===== src/hw/rtl/tplnf_pkg.sv =====
// Shared types and widths for the two-point line normal form pipeline.
`default_nettype none
package tplnf_pkg;

   localparam int CoordW = 16;
   localparam int SqW    = 32;
   localparam int SumW   = 33;
   localparam int RhsW   = 64;
   localparam int AccW   = 70;
   localparam int MagW   = 16;
   localparam int Steps  = 16;
   localparam int OffW   = 17;

   typedef struct packed {
      logic                     zero;
      logic                     dx_neg;
      logic                     dy_pos;
      logic signed [CoordW-1:0] x2;
      logic signed [CoordW-1:0] y2;
   } ctx_type;

   // One axis of the bitwise search: p = k^2*s, g = k*s, with k = 2q-1.
   typedef struct packed {
      logic signed [AccW-1:0] p;
      logic signed [AccW-1:0] g;
      logic [RhsW-1:0]        rhs;
      logic [MagW-1:0]        q;
   } axis_type;

   typedef struct packed {
      logic [SumW-1:0] s;
      axis_type        ax_a;
      axis_type        ax_b;
      ctx_type         ctx;
   } stage_type;

endpackage
`default_nettype wire


===== src/hw/rtl/tplnf_root_step.sv =====
// One bit of the rounded unit-length search, both axes, registered.
`default_nettype none
module tplnf_root_step
   import tplnf_pkg::*;
(
   input  wire logic       clock,
   input  wire logic       reset,
   input  wire logic       en,
   input  wire logic [3:0] bit_idx,
   input  wire logic       in_valid,
   input  wire stage_type  in_stage,
   output logic            out_valid,
   output stage_type       out_stage
);

   stage_type stage_in, stage_ff;
   logic      valid_ff;

   function automatic axis_type trial(axis_type ax, logic [SumW-1:0] s, logic [3:0] j);
      logic signed [AccW-1:0] sw, pt;
      logic [5:0]             sh1, sh2;
      axis_type               res;
      sw  = $signed({{(AccW-SumW){1'b0}}, s});
      sh1 = {2'b00, j} + 6'd1;
      sh2 = {1'b0, j, 1'b0} + 6'd2;
      pt  = ax.p + (ax.g <<< (sh1 + 6'd1)) + (sw <<< sh2);
      res = ax;
      // (2t-1)^2 * s <= 4 m^2 2^30 keeps the bit; nothing beyond q = 0x8000
      if (!ax.q[MagW-1] && (pt <= $signed({{(AccW-RhsW){1'b0}}, ax.rhs}))) begin
         res.p = pt;
         res.g = ax.g + (sw <<< sh1);
         res.q = ax.q | (MagW'(1) << j);
      end
      return res;
   endfunction

   always_comb begin
      stage_in      = in_stage;
      stage_in.ax_a = trial(in_stage.ax_a, in_stage.s, bit_idx);
      stage_in.ax_b = trial(in_stage.ax_b, in_stage.s, bit_idx);
   end

   always_ff @(posedge clock) begin
      if (reset) begin
         valid_ff <= 1'b0;
      end else if (en) begin
         valid_ff <= in_valid;
      end
   end

   always_ff @(posedge clock) begin
      if (en) begin
         stage_ff <= stage_in;
      end
   end

   assign out_valid = valid_ff;
   assign out_stage = stage_ff;

endmodule
`default_nettype wire


===== config.mk =====
export PLATFORM = sky130hd
export DESIGN_NAME = tplnf_root_step
export DESIGN_NICKNAME = d
export VERILOG_FILES = /design/src/hw/rtl/tplnf_pkg.sv /design/src/hw/rtl/tplnf_root_step.sv
export SDC_FILE = /design/constraint.sdc
export NUM_CORES = 2
export LEC_CHECK = 0
export BUFFER_PORTS_ARGS = -buffer_cell sky130_fd_sc_hd__buf_2
export CAP_MARGIN = 20
export CORE_AREA = 2 2 402 404
export CTS_BUF_LIST = sky130_fd_sc_hd__clkbuf_4 sky130_fd_sc_hd__clkbuf_8
export CTS_CLUSTER_DIAMETER = 40
export DETAILED_ROUTE_END_ITERATION = 6
export DIE_AREA = 0 0 404 406
export SETUP_SLACK_MARGIN = 0.5
export SLEW_MARGIN = 40
export SYNTH_ARGS = -nofsm -noshare
export SYNTH_HDL_FRONTEND = slang
export SYNTH_SLANG_ARGS = --single-unit

===== constraint.sdc =====
create_clock -name clock -period 16.66 [get_ports clock]
set_clock_uncertainty 0.1 [all_clocks]
set_input_delay 1.666 -clock clock [delete_from_list [all_inputs] [get_ports clock]]
set_output_delay 1.666 -clock clock [all_outputs]
set_load 0.05 [all_outputs]

After elaboration in Yosys (flattened, before gate mapping)
Index checks and enable logic that the tools add are counted.
{"block": "totals", "ff_bits": 509, "in_bits": 516}
{"block": "op_classes", "shift": 5, "muxes": 4, "addsub": 9, "reduce_logical": 4, "order_cmp": 2, "n_bitwise": 2}
{"op": "70-bit adder", "n": 6}
{"op": "140-bit two-way mux", "n": 2}
{"op": "70-bit by 65-bit less-or-equal comparator with 1-bit output", "n": 2}
{"op": "70-bit by 6-bit <<< shifter with 70-bit output", "n": 2}
{"op": "34-bit by 5-bit <<< shifter with 70-bit output", "n": 1}
{"op": "34-bit by 6-bit <<< shifter with 70-bit output", "n": 1}
{"op": "16-bit two-way mux", "n": 2}
{"op": "16-bit bitwise OR", "n": 2}
{"op": "1-bit by 4-bit << shifter with 16-bit output (first input constant)", "n": 1}
{"op": "5-bit by 1-bit adder with 6-bit output (second input constant)", "n": 1}
{"op": "5-bit by 2-bit adder with 6-bit output (second input constant)", "n": 1}
{"op": "4-bit by 1-bit adder with 5-bit output (second input constant)", "n": 1}
{"op": "1-bit logical AND", "n": 2}
{"op": "1-bit logical NOT", "n": 2}

Logic depth before layout (Yosys ltp)
{"block": "depth", "depth_word": 8, "depth_mapped": 54, "mapped_depth_nobuf": 40}

Worst setup path before layout
OpenSTA, ideal clock, no wires.
{"block": "synth_timing", "kind": "input port to flip-flop", "startpoint": "input bit_idx[0]", "endpoint": "register stage_ff (netlist bit out_stage[134]) (data pin)", "arrival_time_ns": 12.314, "setup_time_ns": 0.260, "slack_ns": 3.986, "cell_stages": 47, "cell_sequence": "buf_2 buf_6 buf_4 buf_2 buf_2 buf_2 inv_2 clkbuf_1 ha_1 buf_4 buf_4 buf_4 buf_4 buf_2 buf_1 clkbuf_1 clkbuf_1 o21ai_0 [... 11 more ...] a31o_2 o21ai_0 o21bai_1 a21boi_0 xnor2_1 ha_1 a21o_1 a21o_1 a211oi_1 o21ai_0 a221oi_1 a21oi_1 or4_1 o211ai_1 o21ai_1 o32ai_4 buf_2 mux2_2"}
{"element": "start: declaration", "line": "tplnf_root_step.sv:9", "rtl": "input wire logic [3:0] bit_idx,"}
{"element": "end signal: assignment", "line": "tplnf_root_step.sv:53", "rtl": "stage_ff <= stage_in;"}
{"element": "end: declaration", "line": "tplnf_root_step.sv:16", "rtl": "stage_type stage_in, stage_ff;"}

==> metrics.txt <==
status finished, final reports clean; final setup fails 0; Synth Area in XOR/XNOR 0.04370; dominant cells by area after synthesis edfxtp_1, ha_1, mux4_2; RePlAce Congestion 1.017; die width 404 microns; chip height between 400 and 500 microns; vias in the first global route 49640; Port Buffers 1024; top post-synthesis cells by count nor2_1, a21oi_1, inv_1, edfxtp_1, nand2_1; final wirelength 259.0 mm; Initial DRC Count between 5000 and 6000; final instance area 62840 sq um; Slew Limit Headroom 0.3753; Post-Synth Simple-Gate Area 0.1408; synthesized net count 6972; insertion delay to the later sink of the worst-skew pair ~0.83 ns; Final Hold Viols 0; Worst Path Arrival 14.19 ns; Num CTS Buffers between 100 and 150; hold_buf cts 0; Yosys cell types 93; Clk pwr share 0.132; Adder-Cell Fraction of Synth Area 0.1473; DP HPWL 218.8 mm; Core Region 159600 sq um; routed vias 52030; Area growth syn-to-layout 17.94%; post-CTS setup buffer count 0; Post-Syn Area 53280 sq um; Internal about 0.005 W; Worst VDD drop 120.6 uV; largest net degree at the start of global routing 93; ys flop type edfxtp_1; Compound-Gate Fraction of Synth Area 0.1875; Sw Pwr 0.005761 W; layout cell share with drive strength beyond 1 0.2291; fin nets 7865; P_leak 28.24 nW; power density over cell area 170.0 nW/um^2; Startpoint Class input pin; most used cell, CP ha_1; All-Layer GR Usage 0.3033; drt wl/cell 28.82 microns; Post-Synthesis Cells 5914; drt via density 5.791; Final period util 0.8211; DRT Pass-1 Iters 7; Filler cells ~16000; top-count cell post-synth nor2_1; post-synth top area cell edfxtp_1; actual slew at the worst max-slew pin 0.9285 ns; Worst path slowest cell nor4_1; clk root buf clkbuf_8; final hold slack roughly 0.42 ns; Yosys top cell area share 0.2863; CTS resizes 0; delay of the slowest cell on the worst path 0.83 ns; Period minus WS final 13.68 ns; grt ovf 0; WS Path Type input pin to flop; max_cap viols 0; combinational power share 0.688; register area share after synthesis 0.2867; DRC viols 0; Max Fclk ~0.073 GHz; main combinational cell family by area after synthesis compound AO/OA/AOI/OAI gates; Seq cells post-synth approximately 500; crit path capture type flop; fin util 0.3936; post-route insts no fill approximately 9000; Pins Over Slew Limit 0; Post-Syn Area per Cell around 9.0 sq um; CTS tree done; Async SR Flop Fraction 0; RSZ-0062 raised after global routing false; Sinks on Clock Net 509; placed instance count 8783; initial antenna violation count 30; placed cell areas ~61000 sq um; Post-synth EDFFs 508; die footprint 164000 sq um; setup TNS 0 ns; mux contribution to synthesized area 0.1319; maximum clock path buffer count 3; Yosys warnings 0; H-tree depth 3; switching part of the total power 0.5391; min-delay worst type flop to flop; WP data required 17.17 ns; # rows 147; clk slew on worst S/H paths 0.06 ns; sequential share of power 0.181; Ports 1025; Worst Path Max Fanout 72; Register Area about 15000 sq um; multi-input logic area about 35000 sq um; Antenna Nets Post-Route 0; first-pass GRT wire length 358.7 mm; Initial Util 0.3338
state kept, by name, indices dropped and copies added, names as in the netlist:
register,flops
out_stage,508
out_valid,1
metal layers:
layer  wire, microns  track usage  vias to the layer above
li1                -            -                    23330
met5             138            0                        -
met4           11620       0.1287                       20
met2          121300       0.5024                     2762
met3           20400      0.05262                      454
met1          105600       0.3889                    25470
stage by stage:
step,setup slack (ns),power [W]
floorplan,3.986,0.006919
global placement,2.376,0.009126
CTS,3.255,0.01064
global route,2.507,0.01133
finish,2.981,0.01069
detailed placement,2.369,0.009174
area by class of cell:
type | instances | share of cell area
inverters | 513 | 0.03068
repair buffers | 1108 | 0.09391
diodes | 8 | 0.0003186
well taps | 2086 | 0.04153
clock buffers | 121 | 0.02481
multi-input cells | 4571 | 0.5552
clock inverters | 70 | 0.01053
flip-flops and latches | 509 | 0.2431
cell usage in the layout (no fill, tap or decap), types with 75 or more instances in the layout:
cell type and count:
buf_2 1026, nor2_1 682, a21oi_1 535, inv_1 509, edfxtp_1 508, nand2_1 496, ha_1 397, o21ai_0 303
a21o_1 190, xnor2_1 165, mux4_2 156, mux2i_1 145, fa_1 142, mux2_1 130, clkbuf_8 104, xor2_1 93
nand4_1 89, nand3_1 75
critical path, delay by kind of cell:
family	cells	cell delay (ns)
multiplexers	1	0.36
buffers and inverters	6	1.41
AO/OA/AOI/OAI	11	3.87
XOR/XNOR	2	0.69
AND/OR/NAND/NOR	11	3.76
adder cells (fa/ha/maj)	6	2.18
cell families (layout without fill, tap and decap cells):
logic type,after synthesis,in the layout
simple gates,1682,1682
compound gates,1598,1598
buf+inv,834,1812
fa+ha+maj,542,542
flops,509,509
mux,484,484
xor+xnor,265,265
other cells,0,8
worst paths after layout:
check                    startpoint                       end  slack, ns  depth (start not counted)
min reg2reg  out_valid$_SDFFE_PP0P_    out_valid$_SDFFE_PP0P_       0.42                          2
min          out_valid$_SDFFE_PP0P_    out_valid$_SDFFE_PP0P_       0.42                          2
max reg2reg  out_valid$_SDFFE_PP0P_    out_valid$_SDFFE_PP0P_      15.96                          2
max                      bit_idx[0]  out_stage[189]$_DFFE_PP_       2.98                         37
power groups by stage:
stage / Combinational, W / Clock (W) / Sequential (W)
after global routing: 0.00788 / 0.00150 / 0.00196
after detailed placement: 0.00722 / 0 / 0.00195
after global placement: 0.00717 / 0 / 0.00196
after CTS: 0.00726 / 0.00144 / 0.00193
after floorplan: 0.00396 / 0 / 0.00296
final: 0.00735 / 0.00141 / 0.00193
Note: power is estimated with default switching activity, not from simulation.
