==> config.mk <==
export PLATFORM = sky130hd
export DESIGN_NAME = tplnf_back
export DESIGN_NICKNAME = d
export VERILOG_FILES = /design/src/hw/rtl/tplnf_pkg.sv /design/src/hw/rtl/tplnf_back.sv
export SDC_FILE = /design/constraint.sdc
export NUM_CORES = 2
export LEC_CHECK = 0
export BUFFER_PORTS_ARGS = -buffer_cell sky130_fd_sc_hd__buf_4
export CORE_MARGIN = 2
export CORE_UTILIZATION = 30
export CTS_BUF_LIST = sky130_fd_sc_hd__clkbuf_4 sky130_fd_sc_hd__clkbuf_8 sky130_fd_sc_hd__clkbuf_16
export DETAILED_ROUTE_END_ITERATION = 8
export SYNTH_ARGS = -nofsm -noshare
export SYNTH_HDL_FRONTEND = slang
export SYNTH_SLANG_ARGS = --single-unit
==> constraint.sdc <==
create_clock -name clock -period 8.4 [get_ports clock]
set_input_delay 0.84 -clock clock [delete_from_list [all_inputs] [get_ports clock]]
set_output_delay 0.84 -clock clock [all_outputs]
set_load 0.01 [all_outputs]
==> src/hw/rtl/tplnf_pkg.sv <==
// Shared types and widths for the two-point line normal form pipeline.
`default_nettype none
package tplnf_pkg;

   localparam int CoordW = 16;
   localparam int SqW    = 32;
   localparam int SumW   = 33;
   localparam int RhsW   = 64;
   localparam int AccW   = 70;
   localparam int MagW   = 16;
   localparam int Steps  = 16;
   localparam int OffW   = 17;

   typedef struct packed {
      logic                     zero;
      logic                     dx_neg;
      logic                     dy_pos;
      logic signed [CoordW-1:0] x2;
      logic signed [CoordW-1:0] y2;
   } ctx_type;

   // One axis of the bitwise search: p = k^2*s, g = k*s, with k = 2q-1.
   typedef struct packed {
      logic signed [AccW-1:0] p;
      logic signed [AccW-1:0] g;
      logic [RhsW-1:0]        rhs;
      logic [MagW-1:0]        q;
   } axis_type;

   typedef struct packed {
      logic [SumW-1:0] s;
      axis_type        ax_a;
      axis_type        ax_b;
      ctx_type         ctx;
   } stage_type;

endpackage
`default_nettype wire

==> src/hw/rtl/tplnf_back.sv <==
// Back end: signs, offset products, rounding, saturation, output register.
`default_nettype none
module tplnf_back
   import tplnf_pkg::*;
(
   input  wire logic                   clock,
   input  wire logic                   reset,
   input  wire logic                   en,
   input  wire logic                   in_valid,
   input  wire stage_type              in_stage,
   output logic                        out_valid,
   output logic signed [MagW-1:0]      normal_a,
   output logic signed [MagW-1:0]      normal_b,
   output logic signed [OffW-1:0]      offset_c,
   output logic                        valid_res
);

   logic signed [MagW-1:0]   a_in, b_in, a1_ff, b1_ff, a2_ff, b2_ff, a3_ff, b3_ff;
   ctx_type                  ctx1_ff, ctx2_ff, ctx3_ff;
   logic signed [2*CoordW-1:0] pa_ff, pb_ff;
   logic signed [2*CoordW:0] p_ff;
   logic signed [OffW-1:0]   c_in, c_ff;
   logic                     v1_ff, v2_ff, v3_ff, v4_ff;
   logic signed [MagW-1:0]   a_ff, b_ff;
   logic                     vr_ff;

   function automatic logic signed [MagW-1:0] apply_sign(logic [MagW-1:0] q, logic neg);
      logic signed [MagW-1:0] r;
      if (neg) r = -$signed(q);
      else if (q[MagW-1]) r = 16'sh7FFF;
      else r = $signed(q);
      return r;
   endfunction

   assign a_in = apply_sign(in_stage.ax_a.q, in_stage.ctx.dy_pos);
   assign b_in = apply_sign(in_stage.ax_b.q, in_stage.ctx.dx_neg);

   always_comb begin
      logic [2*CoordW:0]   pm;
      logic [2*CoordW-14:0] r;
      pm = p_ff[2*CoordW] ? 33'(-p_ff) : 33'(p_ff);
      r  = 19'((34'(pm) + 34'd16384) >> 15);
      if (ctx3_ff.zero) c_in = '0;
      else if (p_ff[2*CoordW])
         c_in = (r > 19'd65536) ? $signed(17'h10000) : -$signed(r[OffW-1:0]);
      else c_in = (r > 19'd65535) ? 17'sd65535 : $signed(r[OffW-1:0]);
   end

   always_ff @(posedge clock) begin
      if (reset) begin
         v1_ff <= 1'b0;
         v2_ff <= 1'b0;
         v3_ff <= 1'b0;
         v4_ff <= 1'b0;
      end else if (en) begin
         v1_ff <= in_valid;
         v2_ff <= v1_ff;
         v3_ff <= v2_ff;
         v4_ff <= v3_ff;
      end
   end

   always_ff @(posedge clock) begin
      if (en) begin
         a1_ff   <= a_in;
         b1_ff   <= b_in;
         ctx1_ff <= in_stage.ctx;
         pa_ff   <= a1_ff * ctx1_ff.x2;
         pb_ff   <= b1_ff * ctx1_ff.y2;
         a2_ff   <= a1_ff;
         b2_ff   <= b1_ff;
         ctx2_ff <= ctx1_ff;
         p_ff    <= -({pa_ff[2*CoordW-1], pa_ff} + {pb_ff[2*CoordW-1], pb_ff});
         a3_ff   <= a2_ff;
         b3_ff   <= b2_ff;
         ctx3_ff <= ctx2_ff;
         c_ff    <= c_in;
         a_ff    <= ctx3_ff.zero ? '0 : a3_ff;
         b_ff    <= ctx3_ff.zero ? '0 : b3_ff;
         vr_ff   <= !ctx3_ff.zero;
      end
   end

   assign out_valid = v4_ff;
   assign normal_a  = a_ff;
   assign normal_b  = b_ff;
   assign offset_c  = c_ff;
   assign valid_res = vr_ff;

endmodule
`default_nettype wire

# Word level (Yosys, flattened, before mapping)

Cells that the tools add are included.
W data, S select, Z words.

Bits in registers: 282
Input bits: 512

$add $sub $neg: 7
Multiply operators: 2
$lt $le $gt $ge: 2
Multiplexer cells: 8
Reduce and logical (&&, ||, !) cells: 1

Operators by type and width:

| cell                     | number |
|---|---|
| $neg A33 Y33             | 2 |
| $mul A16 B16 Y32         | 2 |
| $mux W17                 | 3 |
| $add A33 B15 Y34 const B | 1 |
| $add A32 B32 Y33         | 1 |
| $mux W33                 | 1 |
| $mux W16                 | 2 |
| $neg A16 Y16             | 2 |
| $mux W15                 | 2 |
| $gt A19 B16 Y1 const B   | 1 |
| $gt A19 B17 Y1 const B   | 1 |
| $neg A17 Y17             | 1 |
| $logic_not A1 Y1         | 1 |

# Depth between registers and ports, before layout

Depth after elaboration: 6
Depth in mapped cells: 26
Depth with buffers taken out: 25

# Least setup slack after synthesis

No wires, ideal clock.

Kind: register to register
Start: reg ctx1_ff[6] (netlist name)
End: reg pb_ff[30], data pin
Library setup time: 0.266 ns
Arrival: 6.300 ns
Required time: 8.134 ns
Setup slack: 1.835 ns
Stages on the path, launching flop included: 25
Period minus slack after synthesis: 6.565 ns
Cells stage by stage: edfxtp_1 clkbuf_1 and2_1 fa_1 inv_1 fa_1 fa_1 inv_1 fa_1 fa_1 inv_1 fa_1 inv_1 ha_1 o21a_1 o211ai_1 or3_1 nor3b_1 o41ai_1 o21ai_0 o21a_1 nand4_1 o21ai_0 o41ai_1 xnor2_1

Cells in the longest elaborated chain, start to end: 1

RTL lines:

| item                   | line             | source |
|---|---|---|
| from (decl)            | tplnf_back.sv:19 | `ctx_type ctx1_ff, ctx2_ff, ctx3_ff;` |
| from (signal assigned) | tplnf_back.sv:67 | `ctx1_ff <= in_stage.ctx;` |
| $mul A16 B16 Y32       | tplnf_back.sv:69 | `pb_ff <= b1_ff * ctx1_ff.y2;` |
| to (signal assigned)   | tplnf_back.sv:69 |  |
| to (decl)              | tplnf_back.sv:20 | `logic signed [2*CoordW-1:0] pa_ff, pb_ff;` |

Every way passes these cells.
A chain may end at the register's enable or synchronous reset.

# Final worst setup path

Start: reg b1_ff[7]
End: reg pb_ff[30], data pin

Cells in the longest elaborated chain, start to end: 1

RTL lines:

| item                   | line             | source |
|---|---|---|
| from (decl)            | tplnf_back.sv:18 | `logic signed [MagW-1:0] a_in, b_in, a1_ff, b1_ff, a2_ff, b2_ff, a3_ff, b3_ff;` |
| from (signal assigned) | tplnf_back.sv:66 | `b1_ff <= b_in;` |
| $mul A16 B16 Y32       | tplnf_back.sv:69 |  |

Every way passes these cells.

==> metrics.log <==
INFO  metric outcome = complete, no violations
INFO  metric portBuffers = 121
INFO  metric syn-num-nets = approximately 4,600
INFO  metric critPathCaptureType = flop
INFO  metric die-area = 114,000 µm²
INFO  metric ant_nets = 0
INFO  metric insertedDiodeCount = 0
INFO  metric cp_cell_sequence = and2_1 > fa_1 > inv_1 > fa_1 > fa_1 > inv_1 > fa_1 > fa_1 > inv_1 > fa_1 > inv_1 > ha_1 > o21a_1 > o211ai_1 > or3_1 > nor3b_1 > o41ai_1 > o21ai_0 > o21a_1 > nand4_1 > o21ai_0 > o41ai_1 > xnor2_1
INFO  metric inserted_clock_buffers = 37
INFO  metric synthDominantAreaCellType = sky130_fd_sc_hd__fa_1
INFO  metric overflow = 0
INFO  metric synth.ff_latch_count = about 280
INFO  metric critPathMaxStageDelay = 700 ps
INFO  metric slowest_stage = sky130_fd_sc_hd__edfxtp_1
INFO  metric report.final.slew_viol_count = 0
INFO  metric synth.cell_area = between 30,000 and 40,000 µm²
INFO  metric final.setup_skew = around 12 ps
INFO  metric final_period_minus_worst_setup_slack = 7490 ps
INFO  metric ctsLongestPathBuffers = 3
INFO  metric criticalPathCategory = reg2reg
INFO  metric post-route-drc-count = 0
INFO  metric post_cts_setup_repair_bufs = 0
INFO  metric cts.clk_slew.worst_paths = 60 ps
INFO  metric routed-via-count = 22,500
INFO  metric place.detailed.hpwl = about 57 mm
INFO  metric synth_top_area_cells = sky130_fd_sc_hd__fa_1 (31%), sky130_fd_sc_hd__edfxtp_1 (25%), sky130_fd_sc_hd__ha_1 (8.7%)
INFO  metric drt-wirelength-per-cell = ~15 µm
INFO  metric critical_path.most_common_cell = sky130_fd_sc_hd__fa_1
INFO  metric post_cts_hold_buffer_count = 0
INFO  metric yosysTopAreaCellShare = between 30% and 40%
INFO  metric synth-edff-count = around 280
INFO  metric final_nets = 4,660
INFO  metric drtPass1Iterations = 7
INFO  metric syn_avg_cell_area = ~10 µm²
INFO  metric yosysWarnings = 0
INFO  metric num_rows = between 100 and 150
INFO  metric max_cap_viol_count = 0
INFO  metric pin_count_of_the_biggest_net_entering_global_routing = between 90 and 100
INFO  metric worst_pin_slew = 1020 ps
INFO  metric ys_seq_area_share = 25.2%
INFO  metric drive_gt1_share = ~7.3%
INFO  metric die_h = 338 µm
INFO  metric clock_insertion_delay_worst_skew = approximately 570 ps
INFO  metric post_cts_resized = 0
INFO  metric relSlewSlack = 31.2%
INFO  metric hp-class = reg2reg
INFO  metric final-setup-viol-count = 0
INFO  metric clock_tree_from_tritoncts = built
INFO  metric area_growth = 11.8%
INFO  metric yosys.cell_types.count = 90
INFO  metric final_hold_viol_count = 0
INFO  metric grt_first_pass_wirelength = roughly 120 mm
INFO  metric die_x = 338 µm
INFO  metric weighted_congestion_reported_at_the_end_of_routability_driven_placement = ~0.83
INFO  metric layout_common_cells = sky130_fd_sc_hd__inv_1 (716), sky130_fd_sc_hd__fa_1 (525), sky130_fd_sc_hd__nand2_1 (315)
INFO  metric grt_use_total = 13.4%
INFO  metric critical_path.startpoint_type = flop
INFO  metric htree_levels = 2
INFO  metric vias_in_the_first_global_route = about 24,000
INFO  metric antenna_found_initial = 2
INFO  metric detail_route.iter0.violations = 1,208
INFO  metric worst_ep_arrival_time = about 8000 ps
INFO  metric floorplan.core_area = 111,000 µm²
INFO  metric critPathRequiredTime = about 8700 ps
INFO  metric final.hold.worst_slack = 412 ps
INFO  metric critical_path_peak_fanout = 17
INFO  metric min_period_over_period = 89.2%
INFO  metric ys.flop_type = sky130_fd_sc_hd__edfxtp_1
INFO  metric syn_inst = around 3,300
INFO  metric pin_count = approximately 560
INFO  metric synth_async_sr_flop_share = 0%
INFO  metric cts_root_buffer = sky130_fd_sc_hd__clkbuf_16
INFO  metric layout_commonest_cell = sky130_fd_sc_hd__inv_1
INFO  metric drt-vias-per-instance = 4.58
INFO  metric route.final.wire_length = between 70 and 80 mm
INFO  metric initial_utilization = between 30% and 40%
INFO  metric totalNegativeSetupSlack = 0 ps
INFO  metric clock_sinks = roughly 280
INFO  metric fmaxAchievable = roughly 0.13 GHz
INFO  metric grt_setup_unrepaired = no
[synth_stat cells (12+ instances only)]
| master | n |
|---|---|
| sky130_fd_sc_hd__a211oi_1 | 22 |
| sky130_fd_sc_hd__a21o_1 | 37 |
| sky130_fd_sc_hd__a21oi_1 | 115 |
| sky130_fd_sc_hd__a31oi_1 | 31 |
| sky130_fd_sc_hd__and2_1 | 248 |
| sky130_fd_sc_hd__clkbuf_1 | 98 |
| sky130_fd_sc_hd__edfxtp_1 | 278 |
| sky130_fd_sc_hd__fa_1 | 525 |
| sky130_fd_sc_hd__ha_1 | 232 |
| sky130_fd_sc_hd__inv_1 | 716 |
| sky130_fd_sc_hd__mux2i_1 | 17 |
| sky130_fd_sc_hd__nand2_1 | 315 |
| sky130_fd_sc_hd__nand2b_1 | 23 |
| sky130_fd_sc_hd__nand3_1 | 28 |
| sky130_fd_sc_hd__nor2_1 | 137 |
| sky130_fd_sc_hd__nor2b_1 | 44 |
| sky130_fd_sc_hd__nor3_1 | 32 |
| sky130_fd_sc_hd__nor4_1 | 14 |
| sky130_fd_sc_hd__o21a_1 | 12 |
| sky130_fd_sc_hd__o21ai_0 | 63 |
| sky130_fd_sc_hd__or3_1 | 20 |
| sky130_fd_sc_hd__xnor2_1 | 101 |
| sky130_fd_sc_hd__xor2_1 | 25 |
[path summary, 6_finish.rpt]
| path | cells after the start | end | slack [ps] | start |
|---|---|---|---|---|
| max | 23 | pb_ff[30]$_DFFE_PP_ | 910 | b1_ff[7]$_DFFE_PP_ |
| min | 0 | a3_ff[6]$_DFFE_PP_ | 410 | a2_ff[6]$_DFFE_PP_ |
| max reg2reg | 23 | pb_ff[30]$_DFFE_PP_ | 910 | b1_ff[7]$_DFFE_PP_ |
| min reg2reg | 0 | a3_ff[6]$_DFFE_PP_ | 410 | a2_ff[6]$_DFFE_PP_ |
[final cells by class]
cell class,instances,area (µm²)
inverters,718,2700
multi-input cells,2209,22000
clock inverters,25,393
fillers,11200,73200
flip-flops and latches,282,8430
well taps,1488,1860
repair buffers,143,1080
clock buffers,43,1010
[metrics by stage]
stage	cell area (µm²)	worst slack, ps	utilization [%]	instances
detailed placement	36000	913	32.6	4840
global placement	36000	1000	32.6	4840
floorplan	33500	1830	-	3312
finish	37400	910	33.8	4908
CTS	37400	869	33.8	4908
global route	37400	459	33.8	4908
[sequential cells by signal (all words and copies together), names as in the netlist]
name / cells
out_valid: 1
b2_ff: 16
valid_res: 1
pa_ff: 32
pb_ff: 32
p_ff: 33
v2_ff: 1
ctx2_ff: 1
v1_ff: 1
normal_a: 16
b1_ff: 16
normal_b: 16
ctx1_ff: 33
b3_ff: 16
a2_ff: 16
v3_ff: 1
a1_ff: 16
offset_c: 17
ctx3_ff: 1
a3_ff: 16
[logic make-up after synthesis]
group           count (synthesis)  synth area share (%)
mux                            20                 0.620
simple gates                  923                  14.0
flops                         282                  25.2
buf+inv                       821                  9.24
compound gates                382                  7.57
xor+xnor                      127                  3.34
fa+ha+maj                     757                  40.1
[critical path, delay by kind of cell (launching register included)]
kind / cells / cell delay [ps]
adder cells (fa/ha/maj): 7 / 3480
AO/OA/AOI/OAI: 7 / 2090
flip-flops: 1 / 700
AND/OR/NAND/NOR: 4 / 620
buffers and inverters: 4 / 220
XOR/XNOR: 1 / 110
[per-layer routing]
layer	share of wire [%]	track usage (%)	vias to the layer above
met1	44	17.7	11300
met3	5.1	2.45	84
met4	2.3	3.51	0
met5	0	0	-
met2	49	22.5	411
li1	-	-	10700
Power is not shown: default switching activity piles up to over one toggle a cycle in this logic, so the estimate is an artifact.
