File: src/hw/rtl/tplnf_pkg.sv
// Shared types and widths for the two-point line normal form pipeline.
`default_nettype none
package tplnf_pkg;

   localparam int CoordW = 16;
   localparam int SqW    = 32;
   localparam int SumW   = 33;
   localparam int RhsW   = 64;
   localparam int AccW   = 70;
   localparam int MagW   = 16;
   localparam int Steps  = 16;
   localparam int OffW   = 17;

   typedef struct packed {
      logic                     zero;
      logic                     dx_neg;
      logic                     dy_pos;
      logic signed [CoordW-1:0] x2;
      logic signed [CoordW-1:0] y2;
   } ctx_type;

   // One axis of the bitwise search: p = k^2*s, g = k*s, with k = 2q-1.
   typedef struct packed {
      logic signed [AccW-1:0] p;
      logic signed [AccW-1:0] g;
      logic [RhsW-1:0]        rhs;
      logic [MagW-1:0]        q;
   } axis_type;

   typedef struct packed {
      logic [SumW-1:0] s;
      axis_type        ax_a;
      axis_type        ax_b;
      ctx_type         ctx;
   } stage_type;

endpackage
`default_nettype wire

File: src/hw/rtl/tplnf_front.sv
// Front end: differences, magnitudes, squares and search seed.
`default_nettype none
module tplnf_front
   import tplnf_pkg::*;
(
   input  wire logic                     clock,
   input  wire logic                     reset,
   input  wire logic                     en,
   input  wire logic                     in_valid,
   input  wire logic signed [CoordW-1:0] x1,
   input  wire logic signed [CoordW-1:0] y1,
   input  wire logic signed [CoordW-1:0] x2,
   input  wire logic signed [CoordW-1:0] y2,
   output logic                          out_valid,
   output stage_type                     out_stage
);

   logic signed [CoordW:0] dx, dy;
   logic [CoordW-1:0]      adx_in, ady_in, adx_ff, ady_ff;
   ctx_type                ctx1_in, ctx1_ff, ctx2_ff, ctx3_ff;
   logic [SqW-1:0]         sqx_ff, sqy_ff;
   logic                   v1_ff, v2_ff, v3_ff;
   logic [SumW-1:0]        s_ff;
   logic [RhsW-1:0]        ra_ff, rb_ff;

   always_comb begin
      logic signed [CoordW:0] ndx, ndy;
      dx  = {x2[CoordW-1], x2} - {x1[CoordW-1], x1};
      dy  = {y2[CoordW-1], y2} - {y1[CoordW-1], y1};
      ndx = -dx;
      ndy = -dy;
      adx_in = dx[CoordW] ? ndx[CoordW-1:0] : dx[CoordW-1:0];
      ady_in = dy[CoordW] ? ndy[CoordW-1:0] : dy[CoordW-1:0];
      ctx1_in.zero   = (dx == '0) && (dy == '0);
      ctx1_in.dx_neg = dx[CoordW];
      ctx1_in.dy_pos = !dy[CoordW] && (dy != '0);
      ctx1_in.x2     = x2;
      ctx1_in.y2     = y2;
   end

   always_ff @(posedge clock) begin
      if (reset) begin
         v1_ff <= 1'b0;
         v2_ff <= 1'b0;
         v3_ff <= 1'b0;
      end else if (en) begin
         v1_ff <= in_valid;
         v2_ff <= v1_ff;
         v3_ff <= v2_ff;
      end
   end

   always_ff @(posedge clock) begin
      if (en) begin
         adx_ff  <= adx_in;
         ady_ff  <= ady_in;
         ctx1_ff <= ctx1_in;
         sqx_ff  <= adx_ff * adx_ff;
         sqy_ff  <= ady_ff * ady_ff;
         ctx2_ff <= ctx1_ff;
         s_ff    <= {1'b0, sqx_ff} + {1'b0, sqy_ff};
         ra_ff   <= {sqy_ff, 32'd0};
         rb_ff   <= {sqx_ff, 32'd0};
         ctx3_ff <= ctx2_ff;
      end
   end

   // Seed with q = 0, i.e. k = -1: p = s, g = -s.
   always_comb begin
      logic signed [AccW-1:0] sw;
      sw = $signed({{(AccW-SumW){1'b0}}, s_ff});
      out_stage.s          = s_ff;
      out_stage.ax_a.p     = sw;
      out_stage.ax_a.g     = -sw;
      out_stage.ax_a.rhs   = ra_ff;
      out_stage.ax_a.q     = '0;
      out_stage.ax_b.p     = sw;
      out_stage.ax_b.g     = -sw;
      out_stage.ax_b.rhs   = rb_ff;
      out_stage.ax_b.q     = '0;
      out_stage.ctx        = ctx3_ff;
   end

   assign out_valid = v3_ff;

endmodule
`default_nettype wire

File: config.mk
export PLATFORM = sky130hd
export DESIGN_NAME = tplnf_front
export DESIGN_NICKNAME = d
export VERILOG_FILES = /design/src/hw/rtl/tplnf_pkg.sv /design/src/hw/rtl/tplnf_front.sv
export SDC_FILE = /design/constraint.sdc
export NUM_CORES = 1
export LEC_CHECK = 0
export BUFFER_PORTS_ARGS = -buffer_cell sky130_fd_sc_hd__buf_2
export CAP_MARGIN = 20
export CORE_ASPECT_RATIO = 0.7
export CORE_MARGIN = 2
export CORE_UTILIZATION = 62
export CTS_CLUSTER_DIAMETER = 40
export DETAILED_ROUTE_END_ITERATION = 6
export MAX_ROUTING_LAYER = met4
export PLACE_DENSITY = 0.93
export SETUP_SLACK_MARGIN = 0.3
export SLEW_MARGIN = 5
export SYNTH_ARGS = -nofsm -noshare
export SYNTH_HDL_FRONTEND = slang
export SYNTH_SLANG_ARGS = --single-unit
File: constraint.sdc
create_clock -name clock -period 12.9 [get_ports clock]
set_input_delay 1.29 -clock clock [delete_from_list [all_inputs] [get_ports clock]]
set_output_delay 1.29 -clock clock [all_outputs]
set_load 0.005 [all_outputs]
Word level (Yosys, flattened, before mapping)
Cells that the tools add are included.
{"block": "op_classes", "mul": 2, "mux": 2, "n_reduce_logical": 6, "n_addsub": 6}
{"cell": "$neg 33->70", "count": 1}
{"cell": "$mul 16x16->32", "count": 2}
{"cell": "$logic_not 17->1", "count": 2}
{"cell": "$sub 16x16->17", "count": 2}
{"cell": "$add 32x32->33", "count": 1}
{"cell": "$mux 16", "count": 2}
{"cell": "$neg 16->16", "count": 2}
{"cell": "$reduce_bool 17->1", "count": 1}
{"cell": "$logic_and 1x1->1", "count": 2}
{"cell": "$logic_not 1->1", "count": 1}
{"block": "totals", "output_inout_bits": 509, "inputBits": 68, "word_cells": 41, "ff_bits": 301}

Depth between registers and ports, before layout
Gate-level depths: netlist of the first run.
{"block": "depth", "ltp_word": 3, "ltp_mapped": 25, "mapped_depth_nobuf": 24}

Worst setup path after synthesis of the first run
OpenSTA, ideal clock, no wires.
{"block": "synth_path", "path_type": "reg-to-reg", "start": "register ady_ff[4]", "end": "register sqy_ff[29] (data pin)", "slack_ps": 6451, "setup_time_ps": 259, "period_less_slack_ps": 6449, "t_required_ps": 12641, "path_buffers": 2, "path_stages_with_launch": 25, "arrival_ps": 6190, "cell_sequence": "edfxtp_1 clkbuf_1 clkbuf_1 nand2_1 inv_1 fa_1 inv_1 fa_1 inv_1 fa_1 fa_1 fa_1 inv_1 fa_1 inv_1 ha_1 a21oi_1 o21ai_0 a2111oi_0 o31a_1 o21ai_0 a2111oi_0 nor2_1 nor2_1 xnor2_1"}
{"block": "synth_via", "elab_chain_len": 1}
{"element": "start: declaration", "line": "tplnf_front.sv:19", "text": "logic [CoordW-1:0] adx_in, ady_in, adx_ff, ady_ff;"}
{"element": "start signal: assignment", "line": "tplnf_front.sv:56", "text": "ady_ff <= ady_in;"}
{"element": "$mul 16x16->32", "line": "tplnf_front.sv:59", "text": "sqy_ff <= ady_ff * ady_ff;"}
{"element": "end signal: assignment", "line": "tplnf_front.sv:59"}
{"element": "end: declaration", "line": "tplnf_front.sv:21", "text": "logic [SqW-1:0] sqx_ff, sqy_ff;"}
Every way passes these cells.
A chain may end at the register's enable or synchronous reset.

Final worst setup path of the first run
{"block": "layout_path", "start": "register ady_ff[5]", "end": "register sqy_ff[31] (data pin)"}
The elaborated chain is that of the path after synthesis.

==> results of run 1 <==
-- path summary, 6_finish.rpt --
| path | depth (start not counted) | start | endpoint | slack (ns) |
|---|---|---|---|---|
| setup / recovery | 23 | ady_ff[5] | sqy_ff[31] | 5.42 |
| hold reg to reg | 0 | ctx2_ff[7] | out_stage[7] | 0.42 |
| hold / removal | 0 | ctx2_ff[7] | out_stage[7] | 0.42 |
| setup reg to reg | 23 | ady_ff[5] | sqy_ff[31] | 5.42 |
-- flip-flops by register name, summed over array words and instances (netlist names) --
name / cells
ra_ff: 31
v1_ff: 1
adx_ff: 16
v2_ff: 1
out_stage: 35
s_ff: 33
rb_ff: 31
ctx1_ff: 35
ady_ff: 16
ctx2_ff: 35
out_valid: 1
sqy_ff: 31
sqx_ff: 31
-- cell type report --
class	instances	area, sq um	area share, %
antenna	2	5.00	0.0153
clock buffer	46	1070	3.26
clock inverter	28	384	1.18
inverter	564	2120	6.48
multi-input combinational	1864	17300	52.9
sequential	297	8890	27.2
tap	655	820	2.51
timing repair buffer	411	2100	6.44
-- metal layers --
metal	vias to the layer above	part of all wire [%]	track usage [%]
li1	9470	-	-
met1	10300	38	38.5
met2	1044	48	51.4
met3	176	9.1	6.82
met4	0	4.8	13.9
met5	-	0	-
-- logic make-up (layout without fill, tap and decap cells) --
kind of cell               Yosys count  count (layout)  share of synthesized area [%]
AOI/OAI and AO/OA                  294             294                           6.20
xor gates and xnor gates           176             176                           5.10
adders and majority gates          598             598                           33.0
buffers and inverters              936            1049                           15.6
DFF                                297             297                           29.4
muxes                                9               9                          0.311
other                                1             174                         0.0124
and+or+nand+nor                    615             615                           10.5
-- critical path: stages, from the launching register on --
cell and delay [ns]:
edfxtp_1 0.78, and2_1 0.27, inv_1 0.07, fa_1 0.49
inv_1 0.05, fa_1 0.51, inv_1 0.06, fa_1 0.47
inv_1 0.06, fa_1 0.50, fa_1 0.55, inv_1 0.06
fa_1 0.53, inv_1 0.04, ha_1 0.38, a21oi_1 0.17
o21ai_0 0.13, a2111oi_0 0.61, o31a_1 0.34, o21ai_0 0.33
or2_2 0.41, nand2_1 0.10, o21ai_0 0.13, xnor2_1 0.17
-- placed cells by master (no fill, tap or decap), drive strengths merged, types with 16 or more instances in the layout --
master / count
inv: 572
and3: 16
or4: 34
xnor2: 116
clkbuf: 46
nor2: 118
edfxtp: 294
and2: 103
a21o: 38
conb: 172
buf: 411
o21ai: 56
a31oi: 20
a21oi: 90
xor2: 60
fa: 330
nor3: 39
nor2b: 32
ha: 268
nand2: 187
-- stage by stage --
step / utilization, % / setup WS [ns]
after detailed placement: 64.9 / 5.55
after floorplan: - / 6.45
after global routing: 68.0 / 5.01
after CTS: 67.9 / 5.51
final: 68.0 / 5.42
after global placement: 64.9 / 5.75
==> flow_summary.yaml, run 1 <==
run_status:
  status: "finished with violations"
  violations: "DRC"
synthesis:
  ys_seq_elements: 297
  ys_warn_count: 0
  netlist_top_cells_count: "563 x inv_1, 330 x fa_1, 314 x buf_4, 294 x edfxtp_1, 268 x ha_1"
  synth_area_per_cell_sq_um: 10.3
  async_flop_share_pct: 0
  synth_edf_count: 294
  synth_top_area_share_pct: 29.2
  synth.distinct_cells: 71
  synth_top_area_cell: "edfxtp_1"
  yosys_most_used_dff: "edfxtp_1"
  ys_seq_area_share_pct: 29.4
  syn_area_sq_um: 30200
  synth_cells: 2926
  synth_most_common_cell: "inv_1"
  synth.area.top_cells: "edfxtp_1 29%, fa_1 22%, ha_1 11%, buf_4 7.8%, inv_1 7.0%"
floorplanning:
  fp.dieW_um: 268
  io_pins: 577
  core_area_sq_um: 48000
  num_rows: 67
  die_h_um: 189
  initial_utilization_pct: 62.9
  die_area_sq_um: 50600
run:
  drv_cap: 0
global_routing:
  grt_overflow: 0
  antenna_found_initial: 1
  grt_max_degree: 94
  grt_pass1_vias: 21400
  track_usage_pct: 31.7
  grt_pass1_wl_mm: 118
setup_path:
  required_ns: 13.23
  critPathKind: "register to register"
  crit_arrival_ns: 7.81
  cp_max_fo: 17
  start_kind: "register"
  end_kind: "register"
timing:
  hold_viol_final: 0
  fin_crit_ns: 7.48
  relSlewSlack_pct: 25.6
  hold_ws_ns: 0.415
  fin_crit_sh_pct: 58.0
  tightestPinTransition_ns: 1.12
  setup_tns_ns: 0
  fmax_mhz: 134
  rsz0062_at_grt: "false"
  slew_viol_final: 0
  worst_clock_skew_ns: 0.0273
  finalSetupViolCount: 0
drt:
  route.detailed.drc: 14
  wirelength_mm: 76.8
  wl_per_cell_um: 19.9
  final_antenna_net_count: 0
  drt-initial-drc-count: 1648
  vias: 20900
  drtPass1Iterations: 7
  avgViaCountPerCell: 5.42
cts:
  clk_pin_slew_worst_paths_ns: 0.06
  cts_buffer_depth: 3
  cts.sinks: 297
  cts_tree: "done"
  h-tree-depth: 2
  postCtsResizedCells: 0
  cts_root_buffer: "clkbuf_16"
  clock_latency_ns: 0.59
  post_cts_buffers: 0
  cts_hold_buffers: 0
  cts_buffers: 41
cells_and_area:
  fin_cells: 3867
  layout-drive-gt1-share_pct: 16.0
  fillers: 3580
  nets: 3845
  area_delta_synth_final_pct: 8.07
  design_area_sq_um: 32700
worst_hold_path:
  hold_path.class: "register to register"
place:
  gp_congestion: 0.933
  port_buffers: 404
  dp_cells: 3790
  dpl_cell_area_sq_um: 31200
  dp_hpwl_mm: 61.5
Power of run 1 is not shown: default switching activity piles up to over one toggle a cycle in this logic, so the estimate is an artifact.
==> run 2, diff against run 1 <==
--- a/config.mk
+++ b/config.mk
@@ -5,15 +5,16 @@
 export SDC_FILE = /design/constraint.sdc
 export NUM_CORES = 1
 export LEC_CHECK = 0
+export ABC_AREA = 1
 export BUFFER_PORTS_ARGS = -buffer_cell sky130_fd_sc_hd__buf_2
 export CAP_MARGIN = 20
 export CORE_ASPECT_RATIO = 0.7
 export CORE_MARGIN = 2
-export CORE_UTILIZATION = 62
+export CORE_UTILIZATION = 53
 export CTS_CLUSTER_DIAMETER = 40
 export DETAILED_ROUTE_END_ITERATION = 6
 export MAX_ROUTING_LAYER = met4
-export PLACE_DENSITY = 0.93
+export PLACE_DENSITY = 0.84
 export SETUP_SLACK_MARGIN = 0.3
 export SLEW_MARGIN = 5
 export SYNTH_ARGS = -nofsm -noshare
==> constraint.sdc (replaced) <==
create_clock -name clock -period 6.7 [get_ports clock]
set_input_delay 0.67 -clock clock [delete_from_list [all_inputs] [get_ports clock]]
set_output_delay 0.67 -clock clock [all_outputs]
set_load 0.005 [all_outputs]
==> run 2 against run 1 <==
Against the previous run: the flow now finishes without violations; worst hold slack worse by 0.14 ns; worst setup slack worse by 4.9 ns; fmax up 20%; sequential share of layout area down 1.9 points; critical path depth down 3; sequential cell count unchanged; core utilization down 9.2 points.
==> flow_summary.yaml, run 2 <==
synthesis:
  synth_most_common_cell: "inv_1"
  synth_top_area_cell: "edfxtp_1"
  ys_warn_count: 0
  syn_area_sq_um: 32000
  synth_top_area_share_pct: 27.6
  ys_seq_area_share_pct: 27.8
  synth_cells: 3607
  synth.area.top_cells: "edfxtp_1 28%, fa_1 21%, ha_1 10%, inv_1 9.6%, nand2_1 8.1%"
  netlist_top_cells_count: "816 x inv_1, 693 x nand2_1, 330 x fa_1, 314 x buf_4, 294 x edfxtp_1"
  synth_edf_count: 294
  synth.distinct_cells: 55
  synth_area_per_cell_sq_um: 8.86
  async_flop_share_pct: 0
  yosys_most_used_dff: "edfxtp_1"
  ys_seq_elements: 297
setup_path:
  end_kind: "register"
  cp_max_fo: 16
  start_kind: "register"
  rrSetupSlack_ns: 0.48
  critical-path-max-stage-delay_ns: 0.69
  critPathKind: "register to register"
  required_ns: 7.06
  crit_chain: "nand2_1, inv_1, fa_1, inv_1, fa_1, inv_1, fa_1, fa_1, fa_1, inv_1, fa_1, inv_1, ha_1, nand2_1, nor2_1, inv_1, o21ai_0, nand2_1, o2111ai_1, xor2_1"
  slowest_stage: "edfxtp_1"
  crit_arrival_ns: 6.58
timing:
  hold_viol_final: 0
  slew_viol_final: 0
  fin_crit_ns: 6.22
  relSlewSlack_pct: 35.5
  fmax_mhz: 161
  fin_crit_sh_pct: 92.8
  tightestPinTransition_ns: 0.967
  setup_tns_ns: 0
  worst_clock_skew_ns: 0.0227
  rsz0062_at_grt: "false"
  finalSetupViolCount: 0
  setup_ws_ns: 0.481
cts:
  cts_hold_buffers: 0
  cts_buffers: 45
  h-tree-depth: 2
  cts_tree: "done"
  clk_pin_slew_worst_paths_ns: 0.07
  clock_latency_ns: 0.58
  cts_root_buffer: "clkbuf_16"
  cts_buffer_depth: 3
  cts.sinks: 297
drt:
  vias: 23800
  drt-initial-drc-count: 1848
  avgViaCountPerCell: 5.01
  drtPass1Iterations: 6
  route.detailed.drc: 0
  wirelength_mm: 82.3
  wl_per_cell_um: 17.3
  final_antenna_net_count: 0
floorplanning:
  die_h_um: 209
  fp.dieW_um: 297
  num_rows: 75
  initial_utilization_pct: 53.5
  io_pins: 577
  die_area_sq_um: 62300
  core_area_sq_um: 59800
cells_and_area:
  finalCoreUtilization_pct: 58.8
  nets: 4578
  mostFrequentLayoutCells: "816 x inv_1, 693 x nand2_1, 403 x buf_2, 330 x fa_1, 294 x edfxtp_1"
  area_delta_synth_final_pct: 9.95
  final_common_cell: "inv_1"
  ff_latch_area_sq_um: 8890
  num_antenna_cells: 0
  fillers: 5210
  design_area_sq_um: 35100
  multi_input_area_sq_um: 18000
  layout-drive-gt1-share_pct: 15.3
global_routing:
  grt_pass1_vias: 23200
  track_usage_pct: 27.0
  grt_max_degree: 163
  grt_overflow: 0
  grt_pass1_wl_mm: 127
  antenna_found_initial: 1
run:
  drv_cap: 0
place:
  gp_congestion: 0.981
  port_buffers: 404
  place_ws_ns: 0.341
  dp_hpwl_mm: 68.0
  dpl_cell_area_sq_um: 33100
worst_hold_path:
  hold_path.class: "input pin to register"
run_status:
  status: "completed"
==> run 2: changes by cell type after synthesis, moves of 33 or more <==
cell,before,now
a21o_1,38,5
a21oi_1,90,136
and2_1,103,4
inv_1,563,816
nand2_1,186,693
nand3_1,12,114
nor2_1,118,180
xnor2_1,116,39
xor2_1,60,106
==> run 2: final cells by class <==
type	instances	share of cell area, %
multi-input combinational	2271	51.1
sequential	297	25.3
inverter	826	8.82
timing repair buffer	471	7.39
clock buffer	49	3.25
tap	808	2.88
clock inverter	33	1.24
==> run 2: worst paths after layout <==
| check | cells after the start | end | startpoint |
|---|---|---|---|
| setup / recovery | 20 | sqx_ff[24] | adx_ff[10] |
| hold reg to reg | 0 | out_stage[0] | ctx2_ff[0] |
| hold / removal | 2 | out_valid | reset |
| setup reg to reg | 20 | sqx_ff[24] | adx_ff[10] |
==> run 2: logic make-up after synthesis <==
kind of cell | share of synthesized area, %
buffers and inverters | 18.0
AND/OR/NAND/NOR | 14.6
adder cells (fa/ha/maj) | 31.2
flip-flops | 27.8
AO/OA/AOI/OAI | 4.39
XOR/XNOR | 3.97
multiplexers | 0.0705
other | 0.0117
==> run 2: what timing repair did <==
item                       CTS  global route
resized for setup            0             1
setup buffers                3            56
setup endpoints to repair    1            14
==> run 2: per-stage QoR <==
| stage | cells | hold WS [ns] |
|---|---|---|
| 6_report | 4755 | 0.276 |
| 5_1_grt | 4755 | 0.266 |
| 3_5_place_dp | 4614 | 0.405 |
| 4_1_cts | 4699 | 0.252 |
| 2_1_floorplan | 3778 | 0.400 |
| 3_3_place_gp | 4614 | 0.401 |
==> run 2: metal layers <==
layer  global-route usage (%)  vias up  part of all wire, %  wire length [um]
li1                         -    11300                    -                 -
met1                     37.8    11300                   44             36500
met2                     40.1     1088                   44             36100
met3                     5.36      137                  8.9              7300
met4                     7.54        0                  2.8              2330
met5                        -        -                    0                 0
==> run 2: critical path, delay by kind of cell (launching register included) <==
| family | cells | cell delay [ns] |
|---|---|---|
| AO/OA/AOI/OAI | 2 | 0.29 |
| AND/OR/NAND/NOR | 4 | 0.73 |
| XOR/XNOR | 1 | 0.35 |
| buffers and inverters | 6 | 0.40 |
| adder cells (fa/ha/maj) | 7 | 3.51 |
| flip-flops | 1 | 0.69 |
Power of run 2 is left out for the same reason.
